--- config.mk ---
export PLATFORM = sky130hd
export DESIGN_NAME = servo_status_packet_receiver_top
export DESIGN_NICKNAME = d
export VERILOG_FILES = /design/src/rtl/core/ssp_pkg.sv /design/src/rtl/core/ssp_frame_fsm.sv /design/src/rtl/core/servo_status_packet_receiver_top.sv
export SDC_FILE = /design/constraint.sdc
export NUM_CORES = 1
export LEC_CHECK = 0
export ABC_AREA = 1
export BUFFER_PORTS_ARGS = -buffer_cell sky130_fd_sc_hd__buf_2
export CORE_AREA = 2 2 66 130
export DETAILED_ROUTE_END_ITERATION = 12
export DIE_AREA = 0 0 68 132
export GPL_ROUTABILITY_DRIVEN = 0
export GPL_TIMING_DRIVEN = 0
export PLACE_DENSITY = 0.73
export RECOVER_POWER = 50
export SETUP_SLACK_MARGIN = 0.4
export SYNTH_ARGS = -nofsm -noshare
export SYNTH_HDL_FRONTEND = slang
export SYNTH_HIERARCHICAL = 1
export SYNTH_SLANG_ARGS = --single-unit
--- constraint.sdc ---
create_clock -name clk -period 3.4 [get_ports clk]
set_input_delay 0.17 -clock clk [delete_from_list [all_inputs] [get_ports clk]]
set_output_delay 0.17 -clock clk [all_outputs]
set_load 0.02 [all_outputs]
--- src/rtl/core/ssp_pkg.sv ---
// Shared types, constants and the CRC-16 byte update for the status packet receiver.
package ssp_pkg;

  localparam int BUFFER_BYTES = 32;

  localparam logic [7:0]  HDR_FF   = 8'hFF;
  localparam logic [7:0]  HDR_FD   = 8'hFD;
  localparam logic [7:0]  HDR_00   = 8'h00;
  localparam logic [15:0] CRC_POLY = 16'h8005;

  // Result kinds.
  localparam logic [1:0] RK_BYTE    = 2'd0;
  localparam logic [1:0] RK_DONE    = 2'd1;
  localparam logic [1:0] RK_TIMEOUT = 2'd2;
  localparam logic [1:0] RK_LENGTH  = 2'd3;

  // Input kinds.
  localparam logic KIND_BYTE    = 1'b0;
  localparam logic KIND_TIMEOUT = 1'b1;

  typedef struct packed {
    logic       valid;
    logic [1:0] kind;
    logic [7:0] value;
    logic [4:0] index;
    logic [5:0] count;
    logic       crc_ok;
  } ssp_result_t;

  // CRC-16, MSB first, no reflection: one byte folded in over eight bit steps.
  function automatic logic [15:0] crc_add(input logic [15:0] crc, input logic [7:0] b);
    logic [15:0] c;
    c = crc ^ {b, 8'h00};
    for (int k = 0; k < 8; k++) begin
      if (c[15]) begin
        c = {c[14:0], 1'b0} ^ CRC_POLY;
      end else begin
        c = {c[14:0], 1'b0};
      end
    end
    return c;
  endfunction

endpackage

--- src/rtl/core/ssp_frame_fsm.sv ---
// Packet framing state machine: header hunt, length check, byte indexing and CRC.
module ssp_frame_fsm
  import ssp_pkg::*;
(
  input  logic        clk,
  input  logic        rst_n,
  input  logic        step,
  input  logic        kind,
  input  logic [7:0]  data_byte,
  output ssp_result_t res
);

  localparam logic [3:0] PH_HDR0  = 4'd0;
  localparam logic [3:0] PH_HDR1  = 4'd1;
  localparam logic [3:0] PH_HDR2  = 4'd2;
  localparam logic [3:0] PH_HDR3  = 4'd3;
  localparam logic [3:0] PH_ID    = 4'd4;
  localparam logic [3:0] PH_LENLO = 4'd5;
  localparam logic [3:0] PH_LENHI = 4'd6;
  localparam logic [3:0] PH_INSTR = 4'd7;
  localparam logic [3:0] PH_PARAM = 4'd8;
  localparam logic [3:0] PH_CRCLO = 4'd9;
  localparam logic [3:0] PH_CRCHI = 4'd10;

  // Largest accepted length field: instruction plus two CRC bytes plus a full buffer less ID.
  localparam logic [15:0] LEN_MIN = 16'd3;
  localparam logic [15:0] LEN_MAX = 16'(BUFFER_BYTES + 2);

  logic [3:0]  phase_r, phase_nxt;
  logic [5:0]  count_r, count_nxt;
  logic [7:0]  remain_r, remain_nxt;
  logic [15:0] crc_r, crc_nxt;
  logic [7:0]  crc_lo_r, crc_lo_nxt;

  logic [15:0] crc_upd;
  logic [15:0] len;
  logic [7:0]  remain_dec;

  assign crc_upd    = crc_add(crc_r, data_byte);
  assign len        = {data_byte, remain_r};
  assign remain_dec = remain_r - 8'd1;

  always_comb begin
    phase_nxt  = phase_r;
    count_nxt  = count_r;
    remain_nxt = remain_r;
    crc_nxt    = crc_r;
    crc_lo_nxt = crc_lo_r;
    res        = '0;

    if (kind == KIND_TIMEOUT) begin
      phase_nxt  = PH_HDR0;
      count_nxt  = '0;
      remain_nxt = '0;
      crc_nxt    = '0;
      crc_lo_nxt = '0;
      res.valid  = 1'b1;
      res.kind   = RK_TIMEOUT;
    end else begin
      case (phase_r)
        PH_HDR0, PH_HDR1: begin
          if (data_byte == HDR_FF) begin
            crc_nxt   = crc_upd;
            phase_nxt = phase_r + 4'd1;
          end
        end
        PH_HDR2: begin
          if (data_byte == HDR_FD) begin
            crc_nxt   = crc_upd;
            phase_nxt = PH_HDR3;
          end
        end
        PH_HDR3: begin
          if (data_byte == HDR_00) begin
            crc_nxt   = crc_upd;
            phase_nxt = PH_ID;
          end
        end
        PH_ID: begin
          crc_nxt   = crc_upd;
          count_nxt = 6'd1;
          phase_nxt = PH_LENLO;
          res.valid = 1'b1;
          res.kind  = RK_BYTE;
          res.value = data_byte;
        end
        PH_LENLO: begin
          crc_nxt    = crc_upd;
          remain_nxt = data_byte;
          phase_nxt  = PH_LENHI;
        end
        PH_LENHI: begin
          if (len < LEN_MIN || len > LEN_MAX) begin
            phase_nxt  = PH_HDR0;
            count_nxt  = '0;
            remain_nxt = '0;
            crc_nxt    = '0;
            crc_lo_nxt = '0;
            res.valid  = 1'b1;
            res.kind   = RK_LENGTH;
          end else begin
            crc_nxt    = crc_upd;
            remain_nxt = len[7:0] - LEN_MIN[7:0];
            phase_nxt  = PH_INSTR;
          end
        end
        PH_INSTR: begin
          crc_nxt   = crc_upd;
          phase_nxt = (remain_r == 8'd0) ? PH_CRCLO : PH_PARAM;
        end
        PH_PARAM: begin
          crc_nxt    = crc_upd;
          count_nxt  = count_r + 6'd1;
          remain_nxt = remain_dec;
          if (remain_dec == 8'd0) begin
            phase_nxt = PH_CRCLO;
          end
          res.valid = 1'b1;
          res.kind  = RK_BYTE;
          res.value = data_byte;
          res.index = count_r[4:0];
        end
        PH_CRCLO: begin
          crc_lo_nxt = data_byte;
          phase_nxt  = PH_CRCHI;
        end
        PH_CRCHI: begin
          phase_nxt  = PH_HDR0;
          count_nxt  = '0;
          remain_nxt = '0;
          crc_nxt    = '0;
          crc_lo_nxt = '0;
          res.valid  = 1'b1;
          res.kind   = RK_DONE;
          res.count  = count_r;
          res.crc_ok = ({data_byte, crc_lo_r} == crc_r);
        end
        default: begin
          phase_nxt  = PH_HDR0;
          count_nxt  = '0;
          remain_nxt = '0;
          crc_nxt    = '0;
          crc_lo_nxt = '0;
        end
      endcase
    end
  end

  always_ff @(posedge clk) begin
    if (!rst_n) begin
      phase_r  <= PH_HDR0;
      count_r  <= '0;
      remain_r <= '0;
      crc_r    <= '0;
      crc_lo_r <= '0;
    end else if (step) begin
      phase_r  <= phase_nxt;
      count_r  <= count_nxt;
      remain_r <= remain_nxt;
      crc_r    <= crc_nxt;
      crc_lo_r <= crc_lo_nxt;
    end
  end

endmodule

--- src/rtl/core/servo_status_packet_receiver_top.sv ---
// Top level of the servo status packet receiver: input register, framing logic, result register.
//
//  channel  direction  ports
//  in       input      in_valid, in_ready, in_kind, in_data_byte
//  out      output     out_valid, out_ready, out_result_kind, out_byte_value,
//                      out_byte_index, out_byte_count, out_crc_ok
//
// One transaction per clock is sustained while the result register is not stalled. An accepted
// input transaction is loaded into the input register; when it advances, the framing logic and
// CRC byte update load its result into the result register.
// Synchronous active-low reset returns the framer to the header hunt and empties both registers.
// A stalled result holds the pipeline; the input register still takes one transaction ahead.
module servo_status_packet_receiver_top
  import ssp_pkg::*;
(
  input  logic       clk,
  input  logic       rst_n,
  input  logic       in_valid,
  output logic       in_ready,
  input  logic       in_kind,
  input  logic [7:0] in_data_byte,
  output logic       out_valid,
  input  logic       out_ready,
  output logic [1:0] out_result_kind,
  output logic [7:0] out_byte_value,
  output logic [4:0] out_byte_index,
  output logic [5:0] out_byte_count,
  output logic       out_crc_ok
);

  logic        in_v_r;
  logic        in_kind_r;
  logic [7:0]  in_byte_r;
  logic        advance;
  ssp_result_t res;
  ssp_result_t out_r;

  assign advance  = in_v_r && (!out_r.valid || out_ready);
  assign in_ready = !in_v_r || advance;

  ssp_frame_fsm u_fsm (
    .clk       (clk),
    .rst_n     (rst_n),
    .step      (advance),
    .kind      (in_kind_r),
    .data_byte (in_byte_r),
    .res       (res)
  );

  always_ff @(posedge clk) begin
    if (!rst_n) begin
      in_v_r <= 1'b0;
    end else if (in_ready) begin
      in_v_r <= in_valid;
    end
  end

  always_ff @(posedge clk) begin
    if (in_ready && in_valid) begin
      in_kind_r <= in_kind;
      in_byte_r <= in_data_byte;
    end
  end

  // Only the valid bit needs reset; the payload is qualified by it.
  always_ff @(posedge clk) begin
    if (!rst_n) begin
      out_r.valid <= 1'b0;
    end else if (advance) begin
      out_r.valid <= res.valid;
    end else if (out_ready) begin
      out_r.valid <= 1'b0;
    end
    if (advance) begin
      out_r.kind   <= res.kind;
      out_r.value  <= res.value;
      out_r.index  <= res.index;
      out_r.count  <= res.count;
      out_r.crc_ok <= res.crc_ok;
    end
  end

  assign out_valid       = out_r.valid;
  assign out_result_kind = out_r.kind;
  assign out_byte_value  = out_r.value;
  assign out_byte_index  = out_r.index;
  assign out_byte_count  = out_r.count;
  assign out_crc_ok      = out_r.crc_ok;

endmodule

# Word-level counts from Yosys, hierarchy flattened
# Index checks and enable logic that the tools add are counted.
# W data, S select, Z words.
# classes
eq_ne	22
bitwise_logic	12
n_reduce_logical	26
muxes	36
magnitude_cmp	2
add_sub_neg	4
# ops
op	count
$mux W16	13
$pmux W16 S6	1
$pmux W4 S9	1
$mux W8	4
$pmux W8 S4	1
$logic_not A8 Y1	3
$not A3 Y3	8
$pmux W6 S4	1
$pmux W8 S3	1
$mux W4	5
$eq A16 B16 Y1	1
$eq A4 B3 Y1 const B	4
$eq A8 B8 Y1 const B	2
$gt A16 B6 Y1 const B	1
$lt A16 B2 Y1 const B	1
$xor A16 B16 Y16	1
$ne A3 B2 Y1 const B	5
$reduce_or A7 Y1	2
$eq A4 B4 Y1 const B	3
$mux W6	2
$reduce_and A5 Y1	2
$reduce_or A2 Y1	5
$mux W3	3
$pmux W3 S3	1
19 further kinds	31
# word_totals
out_inout_bits	24
in_bits	13
regBits	75
elab_cells	116

# Depth between registers and ports, before layout
# logic_depth
depth_word	20
depth_mapped	14
ltp_nobuf	13

# By module
# Netlist, hierarchy kept.
# modules_own_cells
mod	n_inst	seq_area_each_um2	area_per_inst_um2	cells_each
ssp_frame_fsm	1	840.8	3169.3	482
servo_status_packet_receiver_top	1	970.9	1028.5	44

# Worst setup path after synthesis
# No wires, ideal clock.
# synth_path
path_type	register to register
start	register out_r, in the netlist out_valid
end	register u_fsm.crc_r[7]
setup_time_ps	69
stages_incl_launch_ff	9
path_slack_ps	-187
path_buffers	1
period_less_slack_ps	3587
required_ps	3331
arrival_time_ps	3518
cell_sequence	dfxtp_1 -> a21boi_0 -> inv_1 -> a21oi_2 -> nand3b_4 -> nor2_8 -> buf_12 -> nand2_2 -> a21oi_2
# synth_between
elab_chain_cells	4
# synth_lines
item	line	rtl
from (decl)	servo_status_packet_receiver_top.sv:36	ssp_result_t out_r;
$logic_not A1 Y1	servo_status_packet_receiver_top.sv:38	assign advance = in_v_r && (!out_r.valid || out_ready);
$logic_or A1 B1 Y1	servo_status_packet_receiver_top.sv:38	
$logic_and A1 B1 Y1	servo_status_packet_receiver_top.sv:38	
net advance	servo_status_packet_receiver_top.sv:34	logic advance;
$reduce_and A5 Y1 (no source line)	--	
to (signal assigned)	ssp_frame_fsm.sv:160	crc_r <= crc_nxt;
to (decl)	ssp_frame_fsm.sv:32	logic [15:0] crc_r, crc_nxt;
# The timed path passes the listed nets, and every way through them passes these cells.
# A chain may end at the register's enable or synchronous reset.

# Worst setup path after layout
# layout_path
start	register in_byte_r[7]
end	register u_fsm.crc_r[15]
# layout_between
elab_chain_cells	12
elab_cells_between_ends	25
cone_classes	2 x order compare; 5 x eq/ne; 14 x mux; 1 x bitwise; 3 x reduce/logical
# layout_lines
item	line	rtl
from (decl)	servo_status_packet_receiver_top.sv:33	logic [7:0] in_byte_r;
from (signal assigned)	servo_status_packet_receiver_top.sv:61	in_byte_r <= in_data_byte;
$xor A16 B16 Y16	ssp_pkg.sv:33	c = crc ^ {b, 8'h00};
$mux W16 (8 in series)	ssp_pkg.sv:35	if (c[15]) begin
$mux W16, on equally long branches	--	
$pmux W16 S6	ssp_frame_fsm.sv:60	case (phase_r)
$mux W16	ssp_frame_fsm.sv:51	if (kind == KIND_TIMEOUT) begin
# Several ways; a longest one is shown, not always the timed one. The select of a mux whose other input is x is not followed.

==> run metrics <==
outcome=complete, no violations; ANT nets after route=0; setup_tns=0 ns; Chip Width=~68 um; Clock Latency Late Sink=roughly 0.34 ns; critical path arrival=around 2.5 ns; Buffers on Ports=36; Post-Layout Cell Count=slightly below 700; ys flop type=dfxtp_1; Cell Area, Synth=0.00420 sq mm; cts bufs inserted=9; synth warn=6; vias in the first global route=3712; Max FO, Critical Path=6; Clk pin slew, worst setup/hold paths=0.06 ns; total of max-cap violations=0; layout cell share with drive strength beyond 1=between 10 and 15%; Initial Util=a little over half; Post-DP HPWL=7940 um; CP cell instances=xnor2_1 -> ha_1 -> inv_1 -> nand3_1 -> nand2_1 -> nand3_1 -> nand2_1 -> nand2_1 -> nand2_1 -> nand2_1 -> nand3_1 -> nand3_1 -> a21oi_1; largest net degree at the start of global routing=18; worst slew pin tran=around 0.85 ns; sequential area share after synthesis=between 40% and 50%; startpoint types=flip-flop; drt wl/cell=between 15 and 20 um; diodes inserted=0; crit end category=flip-flop; first-pass GRT wire length=17000 um; CTS resizes=0; largest cells by area after synthesis=edfxtp_1 (22%), dfxtp_1 (21%), nand2_1 (12%); First-pass DRT Iterations=5; VDD IR-drop max=around 0.35 mV; Cells after Synth=around 530; Layout Nets=about 600; Final Setup Violations=0; drt via density=5.60; min setup slack post-route=1.16 ns; GRT Total Usage=25.0%; die height=approximately 130 um; most common library cells after synthesis=nand2_1 (137), inv_1 (49), nor2_1 (45); placed cells=around 660; total gr overflow=0; Post-synth EDFFs=31; Design Area, Final=~0.0048 sq mm; Post-DP Area=approximately 0.0045 sq mm; Required @ worst endpoint=~3.7 ns; Remaining DRCs=0; Post-synth ARST share=0%; DR iter-0 viols=a little over 300; IO Count=37; Lkg Pwr=approximately 2 nW; core box area=~0.0079 sq mm; Highest Clock Rate=447 MHz; Top cell by count, worst path=nand2_1; CTS H-tree depth=3; crit path kind=reg2reg; fin crit period=2.24 ns; Yosys cell types=46; power per cell area=between 400 and 500 mW/mm^2; dpl ws=around 1.2 ns; Via Count=~3800; DRT Wirelength=between 10000 and 15000 um; RSZ-0062 raised after global routing=no; Avg Synthesized Cell Area=roughly 8 sq um; clk_skew=around 0.009 ns; register bit total from synthesis=75; clk buf depth=2; Critical Path Max Stage Delay=approximately 0.55 ns; CTS Root Cell=clkbuf_16; Final Hold Vio Count=0; Setup Fix Bufs, Post-CTS=0; Area Growth Syn to Fin=13.9%; initial antenna violation count=0; filler cell count=714; Rows=46; count of hold buffers inserted by post-cts repair=0; CTS tree=done; post-synth net total=553; Rel. slew slack=43.1%; area share of the largest cell type after synthesis=approximately 22%; crit path max-delay cell type=edfxtp_1; Clock Sinks=75; area leader, netlist=edfxtp_1; Hold Path Class=in2reg; fin util=60.2%; Final Slew Violations=0; most frequent cell after synthesis=nand2_1; DIE AREA=0.00898 sq mm; crit share post-route=around two thirds
==> critical path, delay by kind of cell, from the launching register on <==
kind                       cells  cell delay [ns]
AOI/OAI and AO/OA              1             0.12
xor gates and xnor gates       1             0.30
adders and majority gates      1             0.32
buffers and inverters          1             0.12
DFF                            1             0.55
and+or+nand+nor                9             0.76
==> cell type report <==
type	instances	area [sq um]	area share, %
repair buffers	37	154	3.22
clock inverters	5	77.6	1.62
plain buffers	11	68.8	1.44
clock buffers	11	233	4.87
flip-flops and latches	75	1810	37.9
multi-input cells	380	2090	43.7
inverters	60	226	4.74
well taps	96	120	2.51
==> final timing paths <==
check | start | end | depth (start not counted) | slack [ns]
hold reg to reg | u_fsm/crc_r[1] | u_fsm/crc_r[1] | 2 | 0.47
setup reg to reg | in_byte_r[7] | u_fsm/crc_r[15] | 13 | 1.16
hold / removal | in_data_byte[3] | in_byte_r[3] | 1 | 0.01
setup / recovery | in_byte_r[7] | u_fsm/crc_r[15] | 13 | 1.16
==> power by group <==
| group | switching (W) | internal (W) |
|---|---|---|
| Combinational | 0.000208 | 0.0000933 |
| Clock | 0.000353 | 0.000640 |
| Sequential | 0.0000323 | 0.000969 |
| Total | 0.000593 | 0.00170 |
==> per-stage QoR <==
stage / hold slack (ns) / power [W]
2_1_floorplan: 0.269 / 0.00123
3_3_place_gp: 0.347 / 0.00131
3_5_place_dp: 0.348 / 0.00132
4_1_cts: 0.000598 / 0.00231
5_1_grt: 0.00569 / 0.00238
6_report: 0.00993 / 0.00230
==> layer usage <==
layer / part of all wire, % / GRT usage, % / up-vias
met2: 53 / 44.8 / 150
li1: - / - / 1836
met3: 4.9 / 4.78 / 46
met4: 5.3 / 15.6 / 0
met1: 37 / 24.8 / 1751
met5: 0 / 0 / -
==> logic make-up after synthesis <==
family / count (synthesis) / synth area share, %
adder cells (fa/ha/maj): 14 / 4.17
AO/OA/AOI/OAI: 82 / 12.3
buffers and inverters: 71 / 7.03
flip-flops: 75 / 43.2
AND/OR/NAND/NOR: 265 / 29.3
XOR/XNOR: 19 / 3.96
==> flip-flops by register name (all words and copies together) (netlist names) <==
signal,flops
u_fsm/remain_r,8
in_v_r,1
in_byte_r,8
out_result_kind,2
in_kind_r,1
out_byte_value,8
out_byte_index,5
out_valid,1
out_crc_ok,1
u_fsm/crc_lo_r,8
out_byte_count,6
u_fsm/phase_r,4
u_fsm/crc_r,16
u_fsm/count_r,6
==> layout by cell type, fill, tap and decap left out, types with 9 or more instances in the layout <==
| cell | instances |
|---|---|
| xor2_1 | 14 |
| nor3_1 | 9 |
| ha_1 | 14 |
| clkbuf_1 | 32 |
| o21ai_0 | 11 |
| nand2_2 | 14 |
| inv_2 | 9 |
| dfxtp_1 | 44 |
| nand2_1 | 137 |
| a21oi_1 | 35 |
| nand3_1 | 38 |
| nor2_1 | 45 |
| edfxtp_1 | 31 |
| inv_1 | 49 |
| clkbuf_16 | 9 |
| a21oi_2 | 12 |
| buf_2 | 14 |
(Power assumes the default switching activity.)
